[src/design/q8sf_pkg.sv]
// Shared types and constants for the eight-node quadrilateral shape function block.
// No dependencies.
`timescale 1ns / 1ps
`default_nettype none

package q8sf_pkg;

  localparam int FRAC_BITS_DEF = 14;
  localparam int OP_W          = 2;
  localparam int NODE_W        = 3;
  localparam int COORD_W       = 16;
  localparam int RES_W         = 16;

  typedef enum logic [OP_W-1:0] {
    OP_VALUE = 2'd0,
    OP_DR    = 2'd1,
    OP_DS    = 2'd2
  } op_t;

  // per-request datapath steering, carried down the pipe
  typedef struct packed {
    logic k1_long;  // first rounding by FRAC_BITS+2 instead of FRAC_BITS
    logic sub_one;  // replace x by ONE - x
    logic use_m2;   // second product and rounding
    logic k2_long;  // second rounding by FRAC_BITS+1 instead of FRAC_BITS
    logic half;     // round x by one bit
    logic neg;      // negate the result
  } ctrl_t;

endpackage

`default_nettype wire

[src/design/q8sf_rnd.sv]
// Symmetric round-to-nearest right shift (halves away from zero), two selectable amounts.
// Standalone, no package dependency.
`timescale 1ns / 1ps
`default_nettype none

module q8sf_rnd #(
  parameter int IW   = 36,
  parameter int OW   = 18,
  parameter int SH_A = 14,
  parameter int SH_B = 16
) (
  input  wire logic signed [IW-1:0] din,
  input  wire logic                 sel_b,
  output logic signed [OW-1:0]      dout
);

  localparam logic [IW:0] HALF_A = {{IW{1'b0}}, 1'b1} << (SH_A - 1);
  localparam logic [IW:0] HALF_B = {{IW{1'b0}}, 1'b1} << (SH_B - 1);

  logic signed [IW:0] dx;
  logic        [IW:0] mag;
  logic        [IW:0] q;
  logic signed [IW:0] qs;

  always_comb begin
    dx   = {din[IW-1], din};
    mag  = dx[IW] ? (-dx) : dx;
    q    = sel_b ? ((mag + HALF_B) >> SH_B) : ((mag + HALF_A) >> SH_A);
    qs   = dx[IW] ? -$signed(q) : $signed(q);
    dout = qs[OW-1:0];
  end

endmodule

`default_nettype wire

[src/design/quad8_shape_function_eval.sv]
// Top level: eight-node serendipity quadrilateral shape functions and derivatives.
// Depends on q8sf_pkg and q8sf_rnd.
//
// Usage:
//   Input channel (in_valid / in_stall) carries opcode, node_index, coord_r, coord_s.
//   opcode 0 gives N, 1 gives dN/dr, any other value dN/ds. Coordinates are signed
//   fixed point with FRAC_BITS fraction bits, clamped to -1..+1 on entry.
//   Output channel (out_valid / out_stall) carries result_value, saturated to 16 bits.
//   Throughput is one request per cycle while out_stall is low; stages are
//   clamp/decode, first multiply, first rounding, second multiply, final
//   rounding/saturation. The two multipliers in series set the depth.
//   Each stage has its own valid bit and loads whenever it is empty or the stage
//   below moves, so a stall on the output only backs up the pipe as far as it is
//   full; bubbles are squeezed out. in_stall rises only when stage one is occupied
//   and cannot move. Reset clears all valid bits; nothing else needs clearing.
`timescale 1ns / 1ps
`default_nettype none

module quad8_shape_function_eval #(
  parameter int FRAC_BITS = q8sf_pkg::FRAC_BITS_DEF
) (
  input  wire logic                                clk,
  input  wire logic                                rst,
  input  wire logic                                in_valid,
  output logic                                     in_stall,
  input  wire logic [q8sf_pkg::OP_W-1:0]           opcode,
  input  wire logic [q8sf_pkg::NODE_W-1:0]         node_index,
  input  wire logic signed [q8sf_pkg::COORD_W-1:0] coord_r,
  input  wire logic signed [q8sf_pkg::COORD_W-1:0] coord_s,
  output logic                                     out_valid,
  input  wire logic                                out_stall,
  output logic signed [q8sf_pkg::RES_W-1:0]        result_value
);

  import q8sf_pkg::*;

  localparam int LW = (FRAC_BITS + 4 > COORD_W + 2) ? FRAC_BITS + 4 : COORD_W + 2;
  localparam int PW = 2 * LW;
  localparam logic signed [LW-1:0] ONE     = {{(LW-1){1'b0}}, 1'b1} << FRAC_BITS;
  localparam logic signed [LW-1:0] SAT_MAX = LW'((1 << (RES_W - 1)) - 1);
  localparam logic signed [LW-1:0] SAT_MIN = -(SAT_MAX + {{(LW-1){1'b0}}, 1'b1});

  // stage valids and ready chain
  logic v1, v2, v3, v4, v5;
  logic rdy1, rdy2, rdy3, rdy4, rdy5;

  assign rdy5     = !v5 || !out_stall;
  assign rdy4     = !v4 || rdy5;
  assign rdy3     = !v3 || rdy4;
  assign rdy2     = !v2 || rdy3;
  assign rdy1     = !v1 || rdy2;
  assign in_stall = !rdy1;

  // stage 1: clamp and decode
  logic signed [LW-1:0] m1a_next, m1b_next, y_next;
  ctrl_t                ctrl_next;

  always_comb begin
    logic signed [LW-1:0] rw, sw, rc, sc, rr, ss, a, b, lin;
    logic                 xi_pos, eta_pos;
    rw = {{(LW-COORD_W){coord_r[COORD_W-1]}}, coord_r};
    sw = {{(LW-COORD_W){coord_s[COORD_W-1]}}, coord_s};
    rc = (rw > ONE) ? ONE : ((rw < -ONE) ? -ONE : rw);
    sc = (sw > ONE) ? ONE : ((sw < -ONE) ? -ONE : sw);
    xi_pos  = (node_index == 3'd1) || (node_index == 3'd2) || (node_index == 3'd5);
    eta_pos = (node_index == 3'd2) || (node_index == 3'd3) || (node_index == 3'd6);
    rr  = xi_pos  ? rc : -rc;
    ss  = eta_pos ? sc : -sc;
    a   = ONE + rr;
    b   = ONE + ss;
    lin = '0;
    m1a_next  = a;
    m1b_next  = b;
    y_next    = rr + ss - ONE;
    ctrl_next = '0;
    if (!node_index[2]) begin
      ctrl_next.k1_long = 1'b1;
      priority if (opcode == OP_VALUE) begin
        ctrl_next.use_m2 = 1'b1;
      end else if (opcode == OP_DR) begin
        m1a_next      = b;
        m1b_next      = (rr <<< 1) + ss;
        ctrl_next.neg = !xi_pos;
      end else begin
        m1b_next      = rr + (ss <<< 1);
        ctrl_next.neg = !eta_pos;
      end
    end else if (!node_index[0]) begin
      // midpoints on s = -1 / +1
      lin      = b;
      m1a_next = rc;
      m1b_next = rc;
      y_next   = lin;
      priority if (opcode == OP_VALUE) begin
        ctrl_next.sub_one = 1'b1;
        ctrl_next.use_m2  = 1'b1;
        ctrl_next.k2_long = 1'b1;
      end else if (opcode == OP_DR) begin
        m1b_next      = lin;
        ctrl_next.neg = 1'b1;
      end else begin
        ctrl_next.sub_one = 1'b1;
        ctrl_next.half    = 1'b1;
        ctrl_next.neg     = !eta_pos;
      end
    end else begin
      // midpoints on r = +1 / -1
      lin      = a;
      m1a_next = sc;
      m1b_next = sc;
      y_next   = lin;
      priority if (opcode == OP_VALUE) begin
        ctrl_next.sub_one = 1'b1;
        ctrl_next.use_m2  = 1'b1;
        ctrl_next.k2_long = 1'b1;
      end else if (opcode == OP_DR) begin
        ctrl_next.sub_one = 1'b1;
        ctrl_next.half    = 1'b1;
        ctrl_next.neg     = !xi_pos;
      end else begin
        m1b_next      = lin;
        ctrl_next.neg = 1'b1;
      end
    end
  end

  logic signed [LW-1:0] m1a, m1b, y1;
  ctrl_t                ctrl1;

  always_ff @(posedge clk) begin
    if (rst) begin
      v1 <= 1'b0;
    end else if (rdy1) begin
      v1 <= in_valid;
    end
    if (rdy1) begin
      m1a   <= m1a_next;
      m1b   <= m1b_next;
      y1    <= y_next;
      ctrl1 <= ctrl_next;
    end
  end

  // stage 2: first product
  logic signed [PW-1:0] p1_next, p1;
  logic signed [LW-1:0] y2;
  ctrl_t                ctrl2;

  assign p1_next = PW'(m1a) * PW'(m1b);

  always_ff @(posedge clk) begin
    if (rst) begin
      v2 <= 1'b0;
    end else if (rdy2) begin
      v2 <= v1;
    end
    if (rdy2) begin
      p1    <= p1_next;
      y2    <= y1;
      ctrl2 <= ctrl1;
    end
  end

  // stage 3: first rounding
  logic signed [LW-1:0] x_rnd, x2_next, x3, y3;
  ctrl_t                ctrl3;

  q8sf_rnd #(
    .IW   (PW),
    .OW   (LW),
    .SH_A (FRAC_BITS),
    .SH_B (FRAC_BITS + 2)
  ) u_rnd1 (
    .din   (p1),
    .sel_b (ctrl2.k1_long),
    .dout  (x_rnd)
  );

  assign x2_next = ctrl2.sub_one ? (ONE - x_rnd) : x_rnd;

  always_ff @(posedge clk) begin
    if (rst) begin
      v3 <= 1'b0;
    end else if (rdy3) begin
      v3 <= v2;
    end
    if (rdy3) begin
      x3    <= x2_next;
      y3    <= y2;
      ctrl3 <= ctrl2;
    end
  end

  // stage 4: second product
  logic signed [PW-1:0] p2_next, p2;
  logic signed [LW-1:0] x4;
  ctrl_t                ctrl4;

  assign p2_next = PW'(x3) * PW'(y3);

  always_ff @(posedge clk) begin
    if (rst) begin
      v4 <= 1'b0;
    end else if (rdy4) begin
      v4 <= v3;
    end
    if (rdy4) begin
      p2    <= p2_next;
      x4    <= x3;
      ctrl4 <= ctrl3;
    end
  end

  // stage 5: final rounding, sign, saturation
  logic signed [LW-1:0] p2_rnd, x_half, v_sel, v_sgn;
  logic signed [RES_W-1:0] res_next;

  q8sf_rnd #(
    .IW   (PW),
    .OW   (LW),
    .SH_A (FRAC_BITS),
    .SH_B (FRAC_BITS + 1)
  ) u_rnd2 (
    .din   (p2),
    .sel_b (ctrl4.k2_long),
    .dout  (p2_rnd)
  );

  q8sf_rnd #(
    .IW   (LW),
    .OW   (LW),
    .SH_A (1),
    .SH_B (1)
  ) u_rnd_half (
    .din   (x4),
    .sel_b (ctrl4.half),
    .dout  (x_half)
  );

  always_comb begin
    v_sel = ctrl4.use_m2 ? p2_rnd : (ctrl4.half ? x_half : x4);
    v_sgn = ctrl4.neg ? -v_sel : v_sel;
    priority if (v_sgn > SAT_MAX) begin
      res_next = SAT_MAX[RES_W-1:0];
    end else if (v_sgn < SAT_MIN) begin
      res_next = SAT_MIN[RES_W-1:0];
    end else begin
      res_next = v_sgn[RES_W-1:0];
    end
  end

  always_ff @(posedge clk) begin
    if (rst) begin
      v5 <= 1'b0;
    end else if (rdy5) begin
      v5 <= v4;
    end
    if (rdy5) begin
      result_value <= res_next;
    end
  end

  assign out_valid = v5;

  // checks
  a_stall_only_when_full: assert property (@(posedge clk) disable iff (rst)
    in_stall |-> (v1 && v2 && v3 && v4 && v5 && out_stall))
    else $error("input stalled while pipe has room");

  a_accept_lands_s1: assert property (@(posedge clk) disable iff (rst)
    (in_valid && !in_stall) |=> v1)
    else $error("accepted request missing from stage one");

  a_latency: assert property (@(posedge clk) disable iff (rst)
    (in_valid && !in_stall) ##1 !out_stall ##1 !out_stall ##1 !out_stall ##1 !out_stall
      |=> out_valid)
    else $error("request did not reach output after five free cycles");

endmodule

`default_nettype wire
[config.mk]
export PLATFORM = sky130hd
export DESIGN_NAME = quad8_shape_function_eval
export DESIGN_NICKNAME = d
export VERILOG_FILES = /design/src/design/q8sf_pkg.sv /design/src/design/q8sf_rnd.sv /design/src/design/quad8_shape_function_eval.sv
export SDC_FILE = /design/constraint.sdc
export NUM_CORES = 2
export LEC_CHECK = 0
export BUFFER_PORTS_ARGS = -buffer_cell sky130_fd_sc_hd__buf_2
export CAP_MARGIN = 10
export CORE_ASPECT_RATIO = 0.9
export CORE_MARGIN = 3
export CORE_UTILIZATION = 40
export DETAILED_ROUTE_END_ITERATION = 8
export SYNTH_ARGS = -nofsm -noshare
export SYNTH_HDL_FRONTEND = slang
export SYNTH_HIERARCHICAL = 1
export SYNTH_SLANG_ARGS = --single-unit
[constraint.sdc]
create_clock -name clk -period 9.42 [get_ports clk]
set_input_delay 1.884 -clock clk [delete_from_list [all_inputs] [get_ports clk]]
set_output_delay 1.884 -clock clk [all_outputs]
set_load 0.05 [all_outputs]
## Yosys cells after proc, flatten, opt, wreduce, memory -nomap -nowiden

Cells that the tools add are included.
W data, S select, Z words.

- Input port bits: 41
- Output and inout port bits: 18
- Bits in registers: 239
- Word-level logic and storage cells: 138

- Muxes and demuxes: 49
- Equal/unequal tests: 6
- Order comparisons: 6
- Reductions and logical operators: 19
- Multiply operators: 2
- $add $sub $neg: 21

Operator list:

| cell | count |
|---|---|
| $mux W18 | 29 |
| $neg A18 Y18 | 6 |
| $mul A18 B18 Y36 | 2 |
| $add A32 B14 Y32 const B | 2 |
| $add A18 B18 Y18 | 3 |
| $add A16 B18 Y18 const A | 2 |
| $add A34 B16 Y34 const B | 1 |
| $mux W34 | 1 |
| $neg A34 Y34 | 1 |
| $add A33 B15 Y33 const B | 1 |
| $mux W33 | 1 |
| $neg A33 Y33 | 1 |
| $gt A16 B16 Y1 const B | 2 |
| $lt A16 B15 Y1 const B | 2 |
| $add A19 B1 Y19 const B | 1 |
| $mux W19 | 1 |
| $neg A18 Y19 | 1 |
| $gt A18 B16 Y1 const B | 1 |
| $lt A18 B16 Y1 const B | 1 |
| $sub A16 B18 Y18 const A | 1 |
| $sub A18 B16 Y18 const B | 1 |
| $mux W16 | 1 |
| $mux W1 | 12 |
| $logic_not A1 Y1 | 9 |
| 8 further kinds | 20 |

## Depth between registers and ports, before layout

- Depth in word-level cells: 11
- Depth in mapped cells: 29
- Gate-level depth less buffers: 26

## By module

The synthesis kept the hierarchy.

By module, submodules not included:

| module | area an instance (um2) | seq. area each (um2) | cells each | instances |
|---|---|---|---|---|
| quad8_shape_function_eval | 38,206.6 | 7,126.8 | 4,014 | 1 |
| q8sf_rnd (u_rnd1) | 2,555.0 | 0.0 | 357 | 1 |
| q8sf_rnd (u_rnd2) | 2,428.6 | 0.0 | 330 | 1 |
| q8sf_rnd (u_rnd_half) | 1,664.1 | 0.0 | 237 | 1 |

## Least setup slack after synthesis

OpenSTA, ideal clock, no wires.

- Path kind: input -> register
- Start point: input coord_r[4] (netlist name)
- End point: register y1[17], data pin
- Path slack: 2.046 ns
- Stages: 22
- Data required time: 9.152 ns
- Arrival time: 7.106 ns
- Setup time: 0.268 ns
- Path buffers: 3
- Cells stage by stage: clkbuf_1 -> nor4_1 -> nand4_1 -> a21oi_1 -> buf_2 -> buf_1 -> nand2_1 -> ha_1 -> nor2_1 -> xor2_1 -> inv_1 -> ha_1 -> fa_1 -> a21o_1 -> a21oi_1 -> nor2b_1 -> o41ai_1 -> o22ai_1 -> o41ai_1 -> o21a_1 -> mux2i_1 -> o31ai_1

- Longest elaborated chain between the ends: 8
- Elaborated cells between the ends (all ways): 11

Ends and longest elaborated chain:

| what | RTL line | RTL |
|---|---|---|
| from (decl) | quad8_shape_function_eval.sv:28 | `input wire logic signed [q8sf_pkg::COORD_W-1:0] coord_r,` |
| $lt A16 B15 Y1 | quad8_shape_function_eval.sv:63 | `rc = (rw > ONE) ? ONE : ((rw < -ONE) ? -ONE : rw);` |
| $mux W18 | quad8_shape_function_eval.sv:63 |  |
| $mux W18 * | quad8_shape_function_eval.sv:63 |  |
| $neg A18 Y18 | quad8_shape_function_eval.sv:67 | `rr = xi_pos ? rc : -rc;` |
| $mux W18 * | quad8_shape_function_eval.sv:67 |  |
| $add A18 B18 Y18 or $add A16 B18 Y18 (tied branches) | quad8_shape_function_eval.sv:74, quad8_shape_function_eval.sv:69 |  |
| $sub A18 B16 Y18 or $mux W18 (tied branches) | quad8_shape_function_eval.sv:74, quad8_shape_function_eval.sv:88 |  |
| $mux W18 * | quad8_shape_function_eval.sv:76 | `if (!node_index[2]) begin` |
| named net y_next[17] | quad8_shape_function_eval.sv:55 | `logic signed [LW-1:0] m1a_next, m1b_next, y_next;` |
| to (signal assigned) | quad8_shape_function_eval.sv:139 | `y1 <= y_next;` |
| to (decl) | quad8_shape_function_eval.sv:127 | `logic signed [LW-1:0] m1a, m1b, y1;` |

The timed path passes the listed nets; every way through them passes the cells marked *.
A chain may end at the register's enable or synchronous reset.

## Final worst setup path

Ends and elaborated chain as after synthesis.

==> results.py <==
metrics = {
    "clocking": {
        "clkLatencyLatePin_ns": 0.61,
        "cts_sinks": 236,
        "path_clk_slew_ns": 0.07,
        "cts_tree": "done",
        "numCtsBuffers": 28,
        "h-tree-depth": 1,
        "cts_resized": 0,
        "root_buffer": "clkbuf_16",
        "clockBufferDepth": 3,
        "postCtsHoldBufs": 0,
        "cts.repair_timing.setup_buffer_count": 0,
    },
    "grt": {
        "grt_pass1_vias": 34728,
        "groute.usage.overall_pct": 20.5,
        "grt_max_degree": 61,
        "grt_pass1_wl_mm": 191,
        "grt_overflow": 0,
        "antenna_found_initial": 3,
    },
    "cells_and_area": {
        "synthToLayoutAreaGrowth_pct": 5.65,
        "design_area_um2": 47200,
        "layout_common_cells": "inv_1, fa_1, nand2_1, and2_1, ha_1",
        "final_common_cell": "inv_1",
        "drive_above_1_share_pct": 5.96,
        "layoutNonFillerInstCount": 6309,
        "nNetsFinal": 5790,
        "fillers": 10830,
    },
    "worst_hold_path": {
        "hold_path.class": "reg -> reg",
    },
    "floorplanning": {
        "core_area_um2": 110000,
        "dieArea_um2": 116000,
        "start_util_pct": 40.6,
        "rows": 115,
        "ioPinCount": 59,
        "die_h_um": 323,
        "die_width_um": 358,
    },
    "route": {
        "wl_mm": 117,
        "avgViaCountPerCell": 5.41,
        "vias": 34127,
        "drc_errors": 0,
        "drtIter0Drc": 2361,
        "wire_per_inst_um": 18.5,
        "antenna_left": 0,
        "first_pass_iters": 6,
    },
    "setup_path": {
        "cp-end-kind": "register",
        "critPathRequiredTime_ns": 9.75,
        "cp-start-kind": "primary input",
        "path_class": "in -> reg",
        "arrival_ns": 7.78,
        "path_max_fanout": 8,
    },
    "synthesis": {
        "synth.avg_cell_area_um2": 9.08,
        "synth_warnings": 6,
        "synthesis.area_um2": 44700,
        "syn_nets": 5886,
        "netlist_instances": 4920,
    },
    "timing": {
        "finalSetupTns_ns": 0,
        "rsz0062_at_grt": "no",
        "setup_violations": 0,
        "tightest_slew_ns": 1.03,
        "slew_headroom_pct": 31.2,
        "worst_clock_skew_ns": 0.0161,
        "hold_viol": 0,
        "slew_viol_final": 0,
        "max_clock_freq_ghz": 0.134,
        "fin_crit_sh_pct": 79.2,
        "fin_crit_ns": 7.46,
    },
    "flow_run": {
        "max-cap-violations": 0,
    },
    "outcome": {
        "status": "finished, final reports clean",
    },
    "placed_design": {
        "port_buffers": 58,
        "hpwl_mm": 92.6,
        "place_area_um2": 46200,
        "place.gp.congestion": 0.934,
        "dp.cells": 6256,
    },
}
registers in the layout (all words and copies together), names as in the netlist, 4 cells and up:
register / flops
y2: 18
m1b: 18
result_value: 16
ctrl3: 4
p1: 35
y3: 18
ctrl1: 6
ctrl4: 4
y1: 18
x4: 18
ctrl2: 6
m1a: 18
x3: 18
p2: 34
stage by stage:
| stage | util, % | setup slack (ns) | hold WS [ns] |
|---|---|---|---|
| after global routing | 42.9 | 1.32 | 0.424 |
| after floorplan | - | 2.05 | 0.400 |
| after detailed placement | 41.9 | 1.38 | 0.405 |
| after CTS | 42.9 | 1.98 | 0.420 |
| after global placement | 41.9 | 1.38 | 0.401 |
| final | 42.9 | 1.96 | 0.413 |
worst paths after layout:
path,from,end,slack [ns],depth (start not counted)
worst max-delay path,coord_r[4],y1[17],1.96,20
worst min-delay path,ctrl1[4],ctrl2[4],0.41,0
worst max register to register,p2[2],result_value[6],2.24,26
worst min register to register,ctrl1[4],ctrl2[4],0.41,0
layout make-up:
class | count | area, um^2 | share of cell area [%]
Sequential cell | 236 | 7040 | 14.9
Multi-Input combinational cell | 3623 | 33600 | 71.2
Antenna cell | 1 | 2.50 | 0.00530
Clock buffer | 34 | 743 | 1.58
Timing Repair Buffer | 97 | 583 | 1.24
Tap cell | 1462 | 1830 | 3.88
Clock inverter | 18 | 269 | 0.570
Inverter | 838 | 3150 | 6.67
metal layers:
layer  track usage (%)  wire length (um)
met1              29.9             55000
met2              32.6             52100
met3              3.10              7490
met4              3.66              2190
met5                 0                 0
critical path, cell delays in order:
cell and delay (ns):
buf_2 0.16, nor4_1 0.57, nand4_1 0.26, a21oi_1 0.27, nand2_1 0.15, ha_1 0.32, nor2_1 0.27, xor2_1 0.46
inv_1 0.16, ha_1 0.37, fa_1 0.47, a21o_1 0.21, a21oi_1 0.23, nor2b_1 0.09, o41ai_1 0.46, o22ai_1 0.23
o41ai_1 0.65, o21a_1 0.28, mux2i_1 0.20, o31ai_1 0.09
Power is left out: the tool's default activity adds up to more than one toggle a clock period on the data nets, which glitch-free logic cannot reach.
